===== src/sv/rppd_pkg.sv =====
// Package for the rotor position pulse detector.
// Holds codes, reset values, vector tables and controller/datapath structs.
// No dependencies.
package rppd_pkg;

  localparam int VOTES_DEF        = 10;
  localparam int CURRENT_BITS_DEF = 12;
  localparam int OUT_W            = 64;
  localparam int ADDR_W           = 4;

  localparam logic [1:0] KIND_TICK  = 2'd0;
  localparam logic [1:0] KIND_START = 2'd1;
  localparam logic [1:0] KIND_STOP  = 2'd2;
  localparam logic [1:0] KIND_CLEAR = 2'd3;

  localparam logic [1:0] REG_PWM_PERIOD    = 2'd0;
  localparam logic [1:0] REG_DUTY_FRACTION = 2'd1;
  localparam logic [1:0] REG_HOLD_TICKS    = 2'd2;

  localparam logic [15:0] PWM_PERIOD_RST    = 16'd500;
  localparam logic [15:0] DUTY_FRACTION_RST = 16'd6554;
  localparam logic [15:0] HOLD_TICKS_RST    = 16'd16;

  localparam logic [2:0] VEC_OFF  = 3'd0;
  localparam logic [2:0] VEC_ONE  = 3'd1;
  localparam logic [2:0] VEC_LAST = 3'd6;
  localparam logic [2:0] VEC_ALT  = 3'd7;

  typedef struct packed {
    logic load;
    logic step;
    logic pat;
    logic cnt_step;
    logic judge;
    logic out_load;
  } cmd_t;

  typedef struct packed {
    logic pat_req;
    logic last_vote;
    logic cnt_last;
  } stat_t;

  // phase-high mask per vector, bit0 A, bit1 B, bit2 C
  function automatic logic [2:0] vec_mask(input logic [2:0] v);
    case (v)
      3'd1:    vec_mask = 3'd1;
      3'd2:    vec_mask = 3'd3;
      3'd3:    vec_mask = 3'd2;
      3'd4:    vec_mask = 3'd6;
      3'd5:    vec_mask = 3'd4;
      3'd6:    vec_mask = 3'd5;
      3'd7:    vec_mask = 3'd1;
      default: vec_mask = 3'd0;
    endcase
  endfunction

  function automatic logic [2:0] vec_next(input logic [2:0] v);
    case (v)
      3'd1:    vec_next = 3'd4;
      3'd2:    vec_next = 3'd5;
      3'd3:    vec_next = 3'd6;
      3'd4:    vec_next = 3'd2;
      3'd5:    vec_next = 3'd3;
      3'd6:    vec_next = 3'd1;
      3'd7:    vec_next = 3'd4;
      default: vec_next = 3'd0;
    endcase
  endfunction

  function automatic logic [2:0] vec_slot(input logic [2:0] v);
    case (v)
      3'd2:    vec_slot = 3'd2;
      3'd3:    vec_slot = 3'd4;
      3'd4:    vec_slot = 3'd1;
      3'd5:    vec_slot = 3'd3;
      3'd6:    vec_slot = 3'd5;
      default: vec_slot = 3'd0;
    endcase
  endfunction

  // 0 A, 1 B, 2 C
  function automatic logic [1:0] vec_phase(input logic [2:0] v);
    case (v)
      3'd2:    vec_phase = 2'd2;
      3'd3:    vec_phase = 2'd1;
      3'd5:    vec_phase = 2'd2;
      3'd6:    vec_phase = 2'd1;
      default: vec_phase = 2'd0;
    endcase
  endfunction

  function automatic logic [2:0] pat_sector(input logic [2:0] p);
    case (p)
      3'd0:    pat_sector = 3'd4;
      3'd1:    pat_sector = 3'd5;
      3'd4:    pat_sector = 3'd3;
      3'd6:    pat_sector = 3'd2;
      3'd7:    pat_sector = 3'd1;
      default: pat_sector = 3'd0;
    endcase
  endfunction

  function automatic logic pat_ok(input logic [2:0] p);
    pat_ok = (p != 3'd2) && (p != 3'd5);
  endfunction

endpackage


===== src/sv/rotor_position_pulse_detector.sv =====
// Rotor position pulse detector, top level: APB registers, controller, datapath.
// After a word is accepted, STEP runs for every word; a tick that closes a vote also passes
// PAT, and one that fills the vote store goes on through COUNT (one vote entry counted
// per cycle) and JUDGE; OUT registers the result once the output is free. One word in flight.
// Reset: synchronous, active high; registers return to 500/6554/16, detection stopped.
// Uses rppd_pkg, rppd_ctrl and rppd_datapath.
module rotor_position_pulse_detector #(
  parameter int VOTES        = rppd_pkg::VOTES_DEF,
  parameter int CURRENT_BITS = rppd_pkg::CURRENT_BITS_DEF,
  parameter int IN_W         = ((3 * CURRENT_BITS + 7) / 8) * 8
) (
  input  logic                        clk,
  input  logic                        rst,
  input  logic                        s_tvalid,
  output logic                        s_tready,
  // current_a, current_b, current_c
  input  logic [IN_W-1:0]             s_tdata,
  // kind
  input  logic [1:0]                  s_tuser,
  output logic                        m_tvalid,
  input  logic                        m_tready,
  // duty_a, duty_b, duty_c, drive_enable, running, found, done_pulse, sector, pattern
  output logic [rppd_pkg::OUT_W-1:0]  m_tdata,
  input  logic                        psel,
  input  logic                        penable,
  input  logic                        pwrite,
  input  logic [rppd_pkg::ADDR_W-1:0] paddr,
  input  logic [31:0]                 pwdata,
  output logic [31:0]                 prdata,
  output logic                        pready
);
  import rppd_pkg::*;

  logic [15:0] pwm_period;
  logic [15:0] duty_fraction;
  logic [15:0] hold_ticks;
  logic        wr_en;
  cmd_t        cmd;
  stat_t       stat;

  assign pready = 1'b1;
  assign wr_en  = psel && penable && pwrite && pready;

  always_ff @(posedge clk) begin
    if (rst) begin
      pwm_period    <= PWM_PERIOD_RST;
      duty_fraction <= DUTY_FRACTION_RST;
      hold_ticks    <= HOLD_TICKS_RST;
    end else if (wr_en) begin
      case (paddr[3:2])
        REG_PWM_PERIOD:    pwm_period    <= pwdata[15:0];
        REG_DUTY_FRACTION: duty_fraction <= pwdata[15:0];
        REG_HOLD_TICKS:    hold_ticks    <= pwdata[15:0];
        default: begin
        end
      endcase
    end
  end

  always_comb begin
    case (paddr[3:2])
      REG_PWM_PERIOD:    prdata = {16'd0, pwm_period};
      REG_DUTY_FRACTION: prdata = {16'd0, duty_fraction};
      REG_HOLD_TICKS:    prdata = {16'd0, hold_ticks};
      default:           prdata = 32'd0;
    endcase
  end

  rppd_ctrl u_ctrl (
    .clk      (clk),
    .rst      (rst),
    .s_tvalid (s_tvalid),
    .s_tready (s_tready),
    .m_tvalid (m_tvalid),
    .m_tready (m_tready),
    .stat     (stat),
    .cmd      (cmd)
  );

  rppd_datapath #(
    .VOTES        (VOTES),
    .CURRENT_BITS (CURRENT_BITS),
    .IN_W         (IN_W)
  ) u_datapath (
    .clk           (clk),
    .rst           (rst),
    .pwm_period    (pwm_period),
    .duty_fraction (duty_fraction),
    .hold_ticks    (hold_ticks),
    .s_tdata       (s_tdata),
    .s_tuser       (s_tuser),
    .cmd           (cmd),
    .stat          (stat),
    .m_tdata       (m_tdata)
  );

endmodule


===== src/sv/rppd_ctrl.sv =====
// Controller for the rotor position pulse detector.
// Sequences load, step, vote, count, judge and output; uses rppd_pkg.
module rppd_ctrl (
  input  logic           clk,
  input  logic           rst,
  input  logic           s_tvalid,
  output logic           s_tready,
  output logic           m_tvalid,
  input  logic           m_tready,
  input  rppd_pkg::stat_t stat,
  output rppd_pkg::cmd_t  cmd
);
  import rppd_pkg::*;

  typedef enum logic [2:0] {
    ST_IDLE,
    ST_STEP,
    ST_PAT,
    ST_COUNT,
    ST_JUDGE,
    ST_OUT
  } state_t;

  state_t state;
  logic   out_valid;
  logic   out_free;

  assign out_free = !out_valid || m_tready;
  assign s_tready = (state == ST_IDLE);
  assign m_tvalid = out_valid;

  always_comb begin
    cmd          = '0;
    cmd.load     = (state == ST_IDLE) && s_tvalid;
    cmd.step     = (state == ST_STEP);
    cmd.pat      = (state == ST_PAT);
    cmd.cnt_step = (state == ST_COUNT);
    cmd.judge    = (state == ST_JUDGE);
    cmd.out_load = (state == ST_OUT) && out_free;
  end

  always_ff @(posedge clk) begin
    if (rst) begin
      state     <= ST_IDLE;
      out_valid <= 1'b0;
    end else begin
      if (m_tready && !cmd.out_load) begin
        out_valid <= 1'b0;
      end
      case (state)
        ST_IDLE: begin
          if (s_tvalid) begin
            state <= ST_STEP;
          end
        end
        ST_STEP: begin
          state <= stat.pat_req ? ST_PAT : ST_OUT;
        end
        ST_PAT: begin
          state <= stat.last_vote ? ST_COUNT : ST_OUT;
        end
        ST_COUNT: begin
          if (stat.cnt_last) begin
            state <= ST_JUDGE;
          end
        end
        ST_JUDGE: begin
          state <= ST_OUT;
        end
        ST_OUT: begin
          if (out_free) begin
            out_valid <= 1'b1;
            state     <= ST_IDLE;
          end
        end
        default: begin
          state <= ST_IDLE;
        end
      endcase
    end
  end

endmodule


===== src/sv/rppd_datapath.sv =====
// Datapath for the rotor position pulse detector.
// Step state, current and vote stores, vote counters, duty multiply, output word.
// Uses rppd_pkg; driven by rppd_ctrl commands.
module rppd_datapath #(
  parameter int VOTES        = rppd_pkg::VOTES_DEF,
  parameter int CURRENT_BITS = rppd_pkg::CURRENT_BITS_DEF,
  parameter int IN_W         = ((3 * CURRENT_BITS + 7) / 8) * 8
) (
  input  logic                     clk,
  input  logic                     rst,
  input  logic [15:0]              pwm_period,
  input  logic [15:0]              duty_fraction,
  input  logic [15:0]              hold_ticks,
  input  logic [IN_W-1:0]          s_tdata,
  input  logic [1:0]               s_tuser,
  input  rppd_pkg::cmd_t           cmd,
  output rppd_pkg::stat_t          stat,
  output logic [rppd_pkg::OUT_W-1:0] m_tdata
);
  import rppd_pkg::*;

  localparam int CB    = CURRENT_BITS;
  localparam int VL_W  = $clog2(VOTES + 1);
  localparam int IDX_W = (VOTES > 1) ? $clog2(VOTES) : 1;
  localparam int HALF  = VOTES / 2;

  logic [1:0]       kind;
  logic [CB-1:0]    cur [3];
  logic             run_flag;
  logic [16:0]      hold_count;
  logic [2:0]       step_code;
  logic [2:0]       last_vector;
  logic [2:0]       next_vector;
  logic [CB-1:0]    store [6];
  logic [2:0]       votes [VOTES];
  logic [VL_W-1:0]  votes_left;
  logic             found_flag;
  logic [2:0]       sector_reg;
  logic [2:0]       pattern_reg;
  logic             done_flag;
  logic [VL_W-1:0]  cnt [8];
  logic [IDX_W-1:0] idx;
  logic [31:0]      prod;

  logic [16:0]      hold_reload;
  logic             acts;
  logic [2:0]       v_on;
  logic [CB-1:0]    raw;
  logic [CB-1:0]    mag;
  logic [2:0]       pat;
  logic [VL_W-1:0]  vl_eff;
  logic [VL_W-1:0]  vl_new;
  logic             hit;
  logic [2:0]       win;
  logic [2:0]       mask;
  logic [15:0]      duty;
  logic [15:0]      pm1;

  assign hold_reload = {1'b0, hold_ticks} + 17'd1;
  assign acts        = run_flag && (hold_count > {1'b0, hold_ticks});
  assign v_on        = (step_code == VEC_ALT) ? VEC_ONE : step_code;
  assign raw         = cur[vec_phase(last_vector)];
  assign mag         = raw[CB-1] ? (~raw + {{(CB-1){1'b0}}, 1'b1}) : raw;
  assign pat         = {store[4] > store[5], store[2] > store[3], store[0] > store[1]};
  assign vl_eff      = ((votes_left == '0) || (votes_left > VL_W'(VOTES))) ?
                       VL_W'(VOTES) : votes_left;
  assign vl_new      = vl_eff - {{(VL_W-1){1'b0}}, 1'b1};

  assign stat.pat_req   = (kind == KIND_TICK) && acts && (step_code == VEC_OFF) &&
                          (last_vector == VEC_LAST);
  assign stat.last_vote = (vl_new == '0);
  assign stat.cnt_last  = (idx == IDX_W'(VOTES - 1));

  always_comb begin
    hit = 1'b0;
    win = 3'd0;
    for (int p = 7; p >= 0; p--) begin
      if ((cnt[p] > VL_W'(HALF)) && pat_ok(3'(p))) begin
        hit = 1'b1;
        win = 3'(p);
      end
    end
  end

  assign pm1  = pwm_period - 16'd1;
  assign mask = run_flag ? vec_mask(last_vector) : 3'd0;
  assign duty = (pwm_period != 16'd0) ? prod[31:16] : 16'd0;

  always_ff @(posedge clk) begin
    if (rst) begin
      run_flag    <= 1'b0;
      hold_count  <= '0;
      step_code   <= VEC_ONE;
      last_vector <= VEC_OFF;
      next_vector <= VEC_OFF;
      for (int i = 0; i < 6; i++) begin
        store[i] <= '0;
      end
      votes_left  <= VL_W'(VOTES);
      found_flag  <= 1'b0;
      sector_reg  <= 3'd0;
      pattern_reg <= 3'd0;
      done_flag   <= 1'b0;
    end else begin
      if (cmd.load) begin
        done_flag <= 1'b0;
      end
      if (cmd.step) begin
        case (kind)
          KIND_TICK: begin
            if (acts) begin
              hold_count <= '0;
              if (step_code == VEC_OFF) begin
                step_code   <= next_vector;
                last_vector <= VEC_OFF;
                if (last_vector != VEC_OFF) begin
                  store[vec_slot(last_vector)] <= mag;
                end
              end else begin
                last_vector <= v_on;
                next_vector <= vec_next(v_on);
                step_code   <= VEC_OFF;
              end
            end else if (run_flag) begin
              hold_count <= hold_count + 17'd1;
            end
          end
          KIND_START: begin
            found_flag  <= 1'b0;
            step_code   <= VEC_ONE;
            next_vector <= VEC_OFF;
            votes_left  <= VL_W'(VOTES);
            hold_count  <= hold_reload;
            run_flag    <= 1'b1;
          end
          KIND_STOP: begin
            run_flag    <= 1'b0;
            step_code   <= VEC_ONE;
            next_vector <= VEC_OFF;
            hold_count  <= hold_reload;
            last_vector <= VEC_OFF;
          end
          default: begin
            found_flag  <= 1'b0;
            sector_reg  <= 3'd0;
            pattern_reg <= 3'd0;
          end
        endcase
      end
      if (cmd.pat) begin
        votes_left <= vl_new;
      end
      if (cmd.judge) begin
        if (hit) begin
          found_flag  <= 1'b1;
          sector_reg  <= pat_sector(win);
          pattern_reg <= win;
          done_flag   <= 1'b1;
          run_flag    <= 1'b0;
          step_code   <= VEC_ONE;
          next_vector <= VEC_OFF;
          hold_count  <= hold_reload;
          last_vector <= VEC_OFF;
        end else begin
          votes_left <= VL_W'(VOTES);
        end
      end
    end
  end

  always_ff @(posedge clk) begin
    prod <= {16'd0, pm1} * {16'd0, duty_fraction};
    if (cmd.load) begin
      kind <= s_tuser;
      for (int i = 0; i < 3; i++) begin
        cur[i] <= s_tdata[i*CB +: CB];
      end
    end
    if (cmd.pat) begin
      votes[vl_new[IDX_W-1:0]] <= pat;
      for (int p = 0; p < 8; p++) begin
        cnt[p] <= '0;
      end
      idx <= '0;
    end
    if (cmd.cnt_step) begin
      cnt[votes[idx]] <= cnt[votes[idx]] + {{(VL_W-1){1'b0}}, 1'b1};
      idx <= idx + {{(IDX_W-1){1'b0}}, 1'b1};
    end
    if (cmd.out_load) begin
      m_tdata <= {6'd0, pattern_reg, sector_reg, done_flag, found_flag, run_flag,
                  |mask,
                  mask[2] ? duty : 16'd0,
                  mask[1] ? duty : 16'd0,
                  mask[0] ? duty : 16'd0};
    end
  end

endmodule

===== config.mk =====
export PLATFORM = sky130hd
export DESIGN_NAME = rotor_position_pulse_detector
export DESIGN_NICKNAME = d
export VERILOG_FILES = /design/src/sv/rppd_pkg.sv /design/src/sv/rotor_position_pulse_detector.sv /design/src/sv/rppd_ctrl.sv /design/src/sv/rppd_datapath.sv
export SDC_FILE = /design/constraint.sdc
export NUM_CORES = 1
export LEC_CHECK = 0
export BUFFER_PORTS_ARGS = -buffer_cell sky130_fd_sc_hd__buf_2
export CORE_ASPECT_RATIO = 0.9
export CORE_MARGIN = 10
export CORE_UTILIZATION = 50
export DETAILED_ROUTE_END_ITERATION = 7
export GPL_TIMING_DRIVEN = 0
export PLACE_DENSITY_LB_ADDON = 0.1
export SLEW_MARGIN = 15
export SYNTH_ARGS = -nofsm -noshare
export SYNTH_HDL_FRONTEND = slang
export SYNTH_SLANG_ARGS = --single-unit

===== constraint.sdc =====
create_clock -name clk -period 13.7 [get_ports clk]
set_input_delay 1.37 -clock clk [delete_from_list [all_inputs] [get_ports clk]]
set_output_delay 1.37 -clock clk [all_outputs]
set_load 0.05 [all_outputs]

==> reports/results.txt <==
Post-synth EDFFs - 234
I/O pins - 184
Seq/Total Area, Yosys - 37.1%
max-slew violations - 0
Setup TNS - 0 ns
RePlAce Congestion - 0.891
final hold vios - 0
die width - 255 µm
max-cap violation count - 0
row count - 77
Yosys cell types - 75
clock-pin slew on the worst setup and hold paths - 0.07 ns
core box area - 0.0492 mm²
drt first pass iters - 5
Initial DRC Count - 1123
final setup fails - 0
post-CTS setup buffer count - 0
Top FF cell, synth - edfxtp_1
htree depth - 2
slew at the pin closest to its max-slew limit - 1.15 ns
wire per inst - 18.6 µm
Num CTS Buffers - 38
synthesized area - 0.0249 mm²
RSZ-0062 raised after global routing - no
CP required - 14.14 ns
TritonCTS clock tree - built
Worst-Skew Late Latency - 0.56 ns
biggest regs - u_datapath.store (72), u_datapath.m_tdata (58), u_datapath.cur (36)
Top reg by flops - u_datapath.store
worst-path fanout max - 10
Cell Pwr Density - 105 mW/mm²
critical path endpoint category - register
status - completed
n_diodes - 0
initial antenna violation count - 0
WS Path Type - reg2reg
Largest register FFs - 72
async set-or-reset flop fraction in the synthesized netlist - 0%
first-pass GRT wire length - 103 mm
Syn Inst Count - 2521
DRC violations left - 0
total die area - 0.0592 mm²
share of layout cells above drive strength 1 - 9.95%
die height - 232 µm
fin crit period - 8.97 ns
Vias - 18400
Finished Layout Cells - 3425
CP startpoint kind - register
syn avg cell area - 9.88 µm²
Worst Skew - 0.0308 ns
Via-to-Cell Ratio - 5.36
vias in the first global route - 19000
port bufs - 138
most frequent cells in the layout - 335 x nand2_1, 319 x inv_1, 234 x edfxtp_1, 193 x fa_1, 173 x nor2_1
Root Buffer - clkbuf_16
most common cell after layout, fill and taps aside - nand2_1
Syn. warnings - 0
nets@finish - 3173
placed insts - 3357
half-perimeter wire length after placement - 49.8 mm
CTS Sinks - 345
largest net degree at the start of global routing - 29
flops & latches, synth - 345
Leakage - 12.2 nW
routed wire length - 63.8 mm
max incr delay on CP - 0.72 ns
CTS Buffer Depth - 3
# fillers - 4443
Worst Path Arrival - 9.41 ns
Final Cycle Share - 65.5%
Total GRT Usage - 22.0%
Crit-path slowest cell - xor2_1
GRT Residual Overflow - 0
Hold/Removal Path Class - reg2reg
ANT nets after route - 0
worst vdd ir - 127 µV
most used cell, CP - fa_1
Area Overhead vs Synth - 11.7%
max_slew headroom - 22.7%
max frequency - 111 MHz
CTS Hold Bufs - 0
post-layout power - 2.93 mW
Starting Density - 50.6%
PostCTS Resize Cnt - 0
[final cells by class]
type	instances	area (µm²)	share of cell area [%]
tap	671	840	3.02
multi-input combinational	1745	14000	50.2
clock buffer	51	1030	3.70
timing repair buffer	144	764	2.75
clock inverter	17	184	0.661
inverter	319	1200	4.30
sequential	345	9250	33.2
buffer	133	606	2.18
[where the power goes]
part | leakage (nW) | internal (mW) | switching [mW]
Sequential | 3.08 | 1.16 | 0.0255
Clock | 0.592 | 0.590 | 0.420
Combinational | 8.57 | 0.282 | 0.459
[worst max-delay path, delay by kind of cell, from the launching register on]
kind            cells  cell delay, ns
xor+xnor            1            0.72
compound gates      5            1.50
fa+ha+maj           8            3.63
flops               1            0.55
buf+inv             5            1.56
simple gates        6            0.87
[layer usage]
layer	wire length, µm	up-vias	share of wire, %	global-route usage (%)
li1	-	8756	-	-
met1	27000	9043	42	28.2
met2	32000	441	50	37.7
met3	3220	111	5.1	3.20
met4	1640	0	2.6	6.82
met5	0	-	0	0
[worst paths after layout]
kind / start / end / slack [ns] / depth (start not counted)
worst max-delay path: pwm_period[0]$_SDFFE_PP0P_ / u_datapath.prod[31]$_DFF_P_ / 4.73 / 25
worst min-delay path: u_datapath.done_flag$_SDFF_PP0_ / u_datapath.m_tdata[51]$_DFFE_PP_ / 0.42 / 0
worst max register to register: pwm_period[0]$_SDFFE_PP0P_ / u_datapath.prod[31]$_DFF_P_ / 4.73 / 25
worst min register to register: u_datapath.done_flag$_SDFF_PP0_ / u_datapath.m_tdata[51]$_DFFE_PP_ / 0.42 / 0
[Yosys cell counts, types with 4 or more instances]
| cell type | instances | share of area, % |
|---|---|---|
| nor2_1 | 174 | 2.6 |
| a211o_1 | 5 | 0.18 |
| a211oi_1 | 9 | 0.27 |
| mux2_2 | 14 | 0.63 |
| a21o_1 | 31 | 0.93 |
| inv_1 | 319 | 4.8 |
| clkbuf_1 | 95 | 1.4 |
| nand3b_1 | 20 | 0.60 |
| nand2_1 | 335 | 5.0 |
| xor2_1 | 15 | 0.53 |
| buf_1 | 4 | 0.060 |
| nor3_1 | 41 | 0.82 |
| or3_1 | 5 | 0.13 |
| nand4_1 | 26 | 0.65 |
| buf_2 | 9 | 0.18 |
| a21oi_1 | 95 | 1.9 |
| o211ai_1 | 5 | 0.15 |
| edfxtp_1 | 234 | 28 |
| mux4_2 | 6 | 0.54 |
| o21a_1 | 4 | 0.12 |
| ha_1 | 169 | 8.5 |
| o22ai_1 | 10 | 0.25 |
| a21boi_0 | 4 | 0.12 |
| and3_1 | 19 | 0.48 |
| nor3b_1 | 5 | 0.15 |
| nor2b_1 | 29 | 0.73 |
| nand2b_1 | 29 | 0.73 |
| a32oi_1 | 7 | 0.25 |
| o21ai_0 | 56 | 1.1 |
| dfxtp_1 | 111 | 8.9 |
| buf_4 | 23 | 0.69 |
| nand3_1 | 41 | 0.82 |
| xnor2_1 | 42 | 1.5 |
| nor4_1 | 9 | 0.23 |
| a31oi_1 | 13 | 0.33 |
| and2_1 | 157 | 3.9 |
| a22oi_1 | 5 | 0.15 |
| nand4b_1 | 5 | 0.18 |
| o31ai_1 | 6 | 0.18 |
| or2_2 | 11 | 0.28 |
| a41oi_1 | 6 | 0.21 |
| mux2i_1 | 72 | 2.9 |
| fa_1 | 193 | 16 |
[stage by stage]
step	worst slack, ns	instance area, µm²	hold slack, ns	utilization, %
after floorplan	6.38	25000	0.406	-
after global placement	4.93	26500	0.421	53.9
after detailed placement	4.88	26600	0.421	54.1
after CTS	4.80	27800	0.416	56.5
after global routing	4.33	27800	0.419	56.5
final	4.73	27800	0.421	56.5
[kinds of logic (layout without fill, tap and decap cells)]
kind of cell | count (synthesis) | after routing | share of synthesized area [%]
XOR/XNOR | 59 | 59 | 2.18
multiplexers | 92 | 92 | 4.07
AND/OR/NAND/NOR | 916 | 916 | 17.7
AO/OA/AOI/OAI | 293 | 293 | 7.61
other | 2 | 23 | 0.0302
buffers and inverters | 452 | 664 | 7.24
flip-flops | 345 | 345 | 37.1
adder cells (fa/ha/maj) | 362 | 362 | 24.0
No activity file was read; power rests on OpenSTA's default activity.
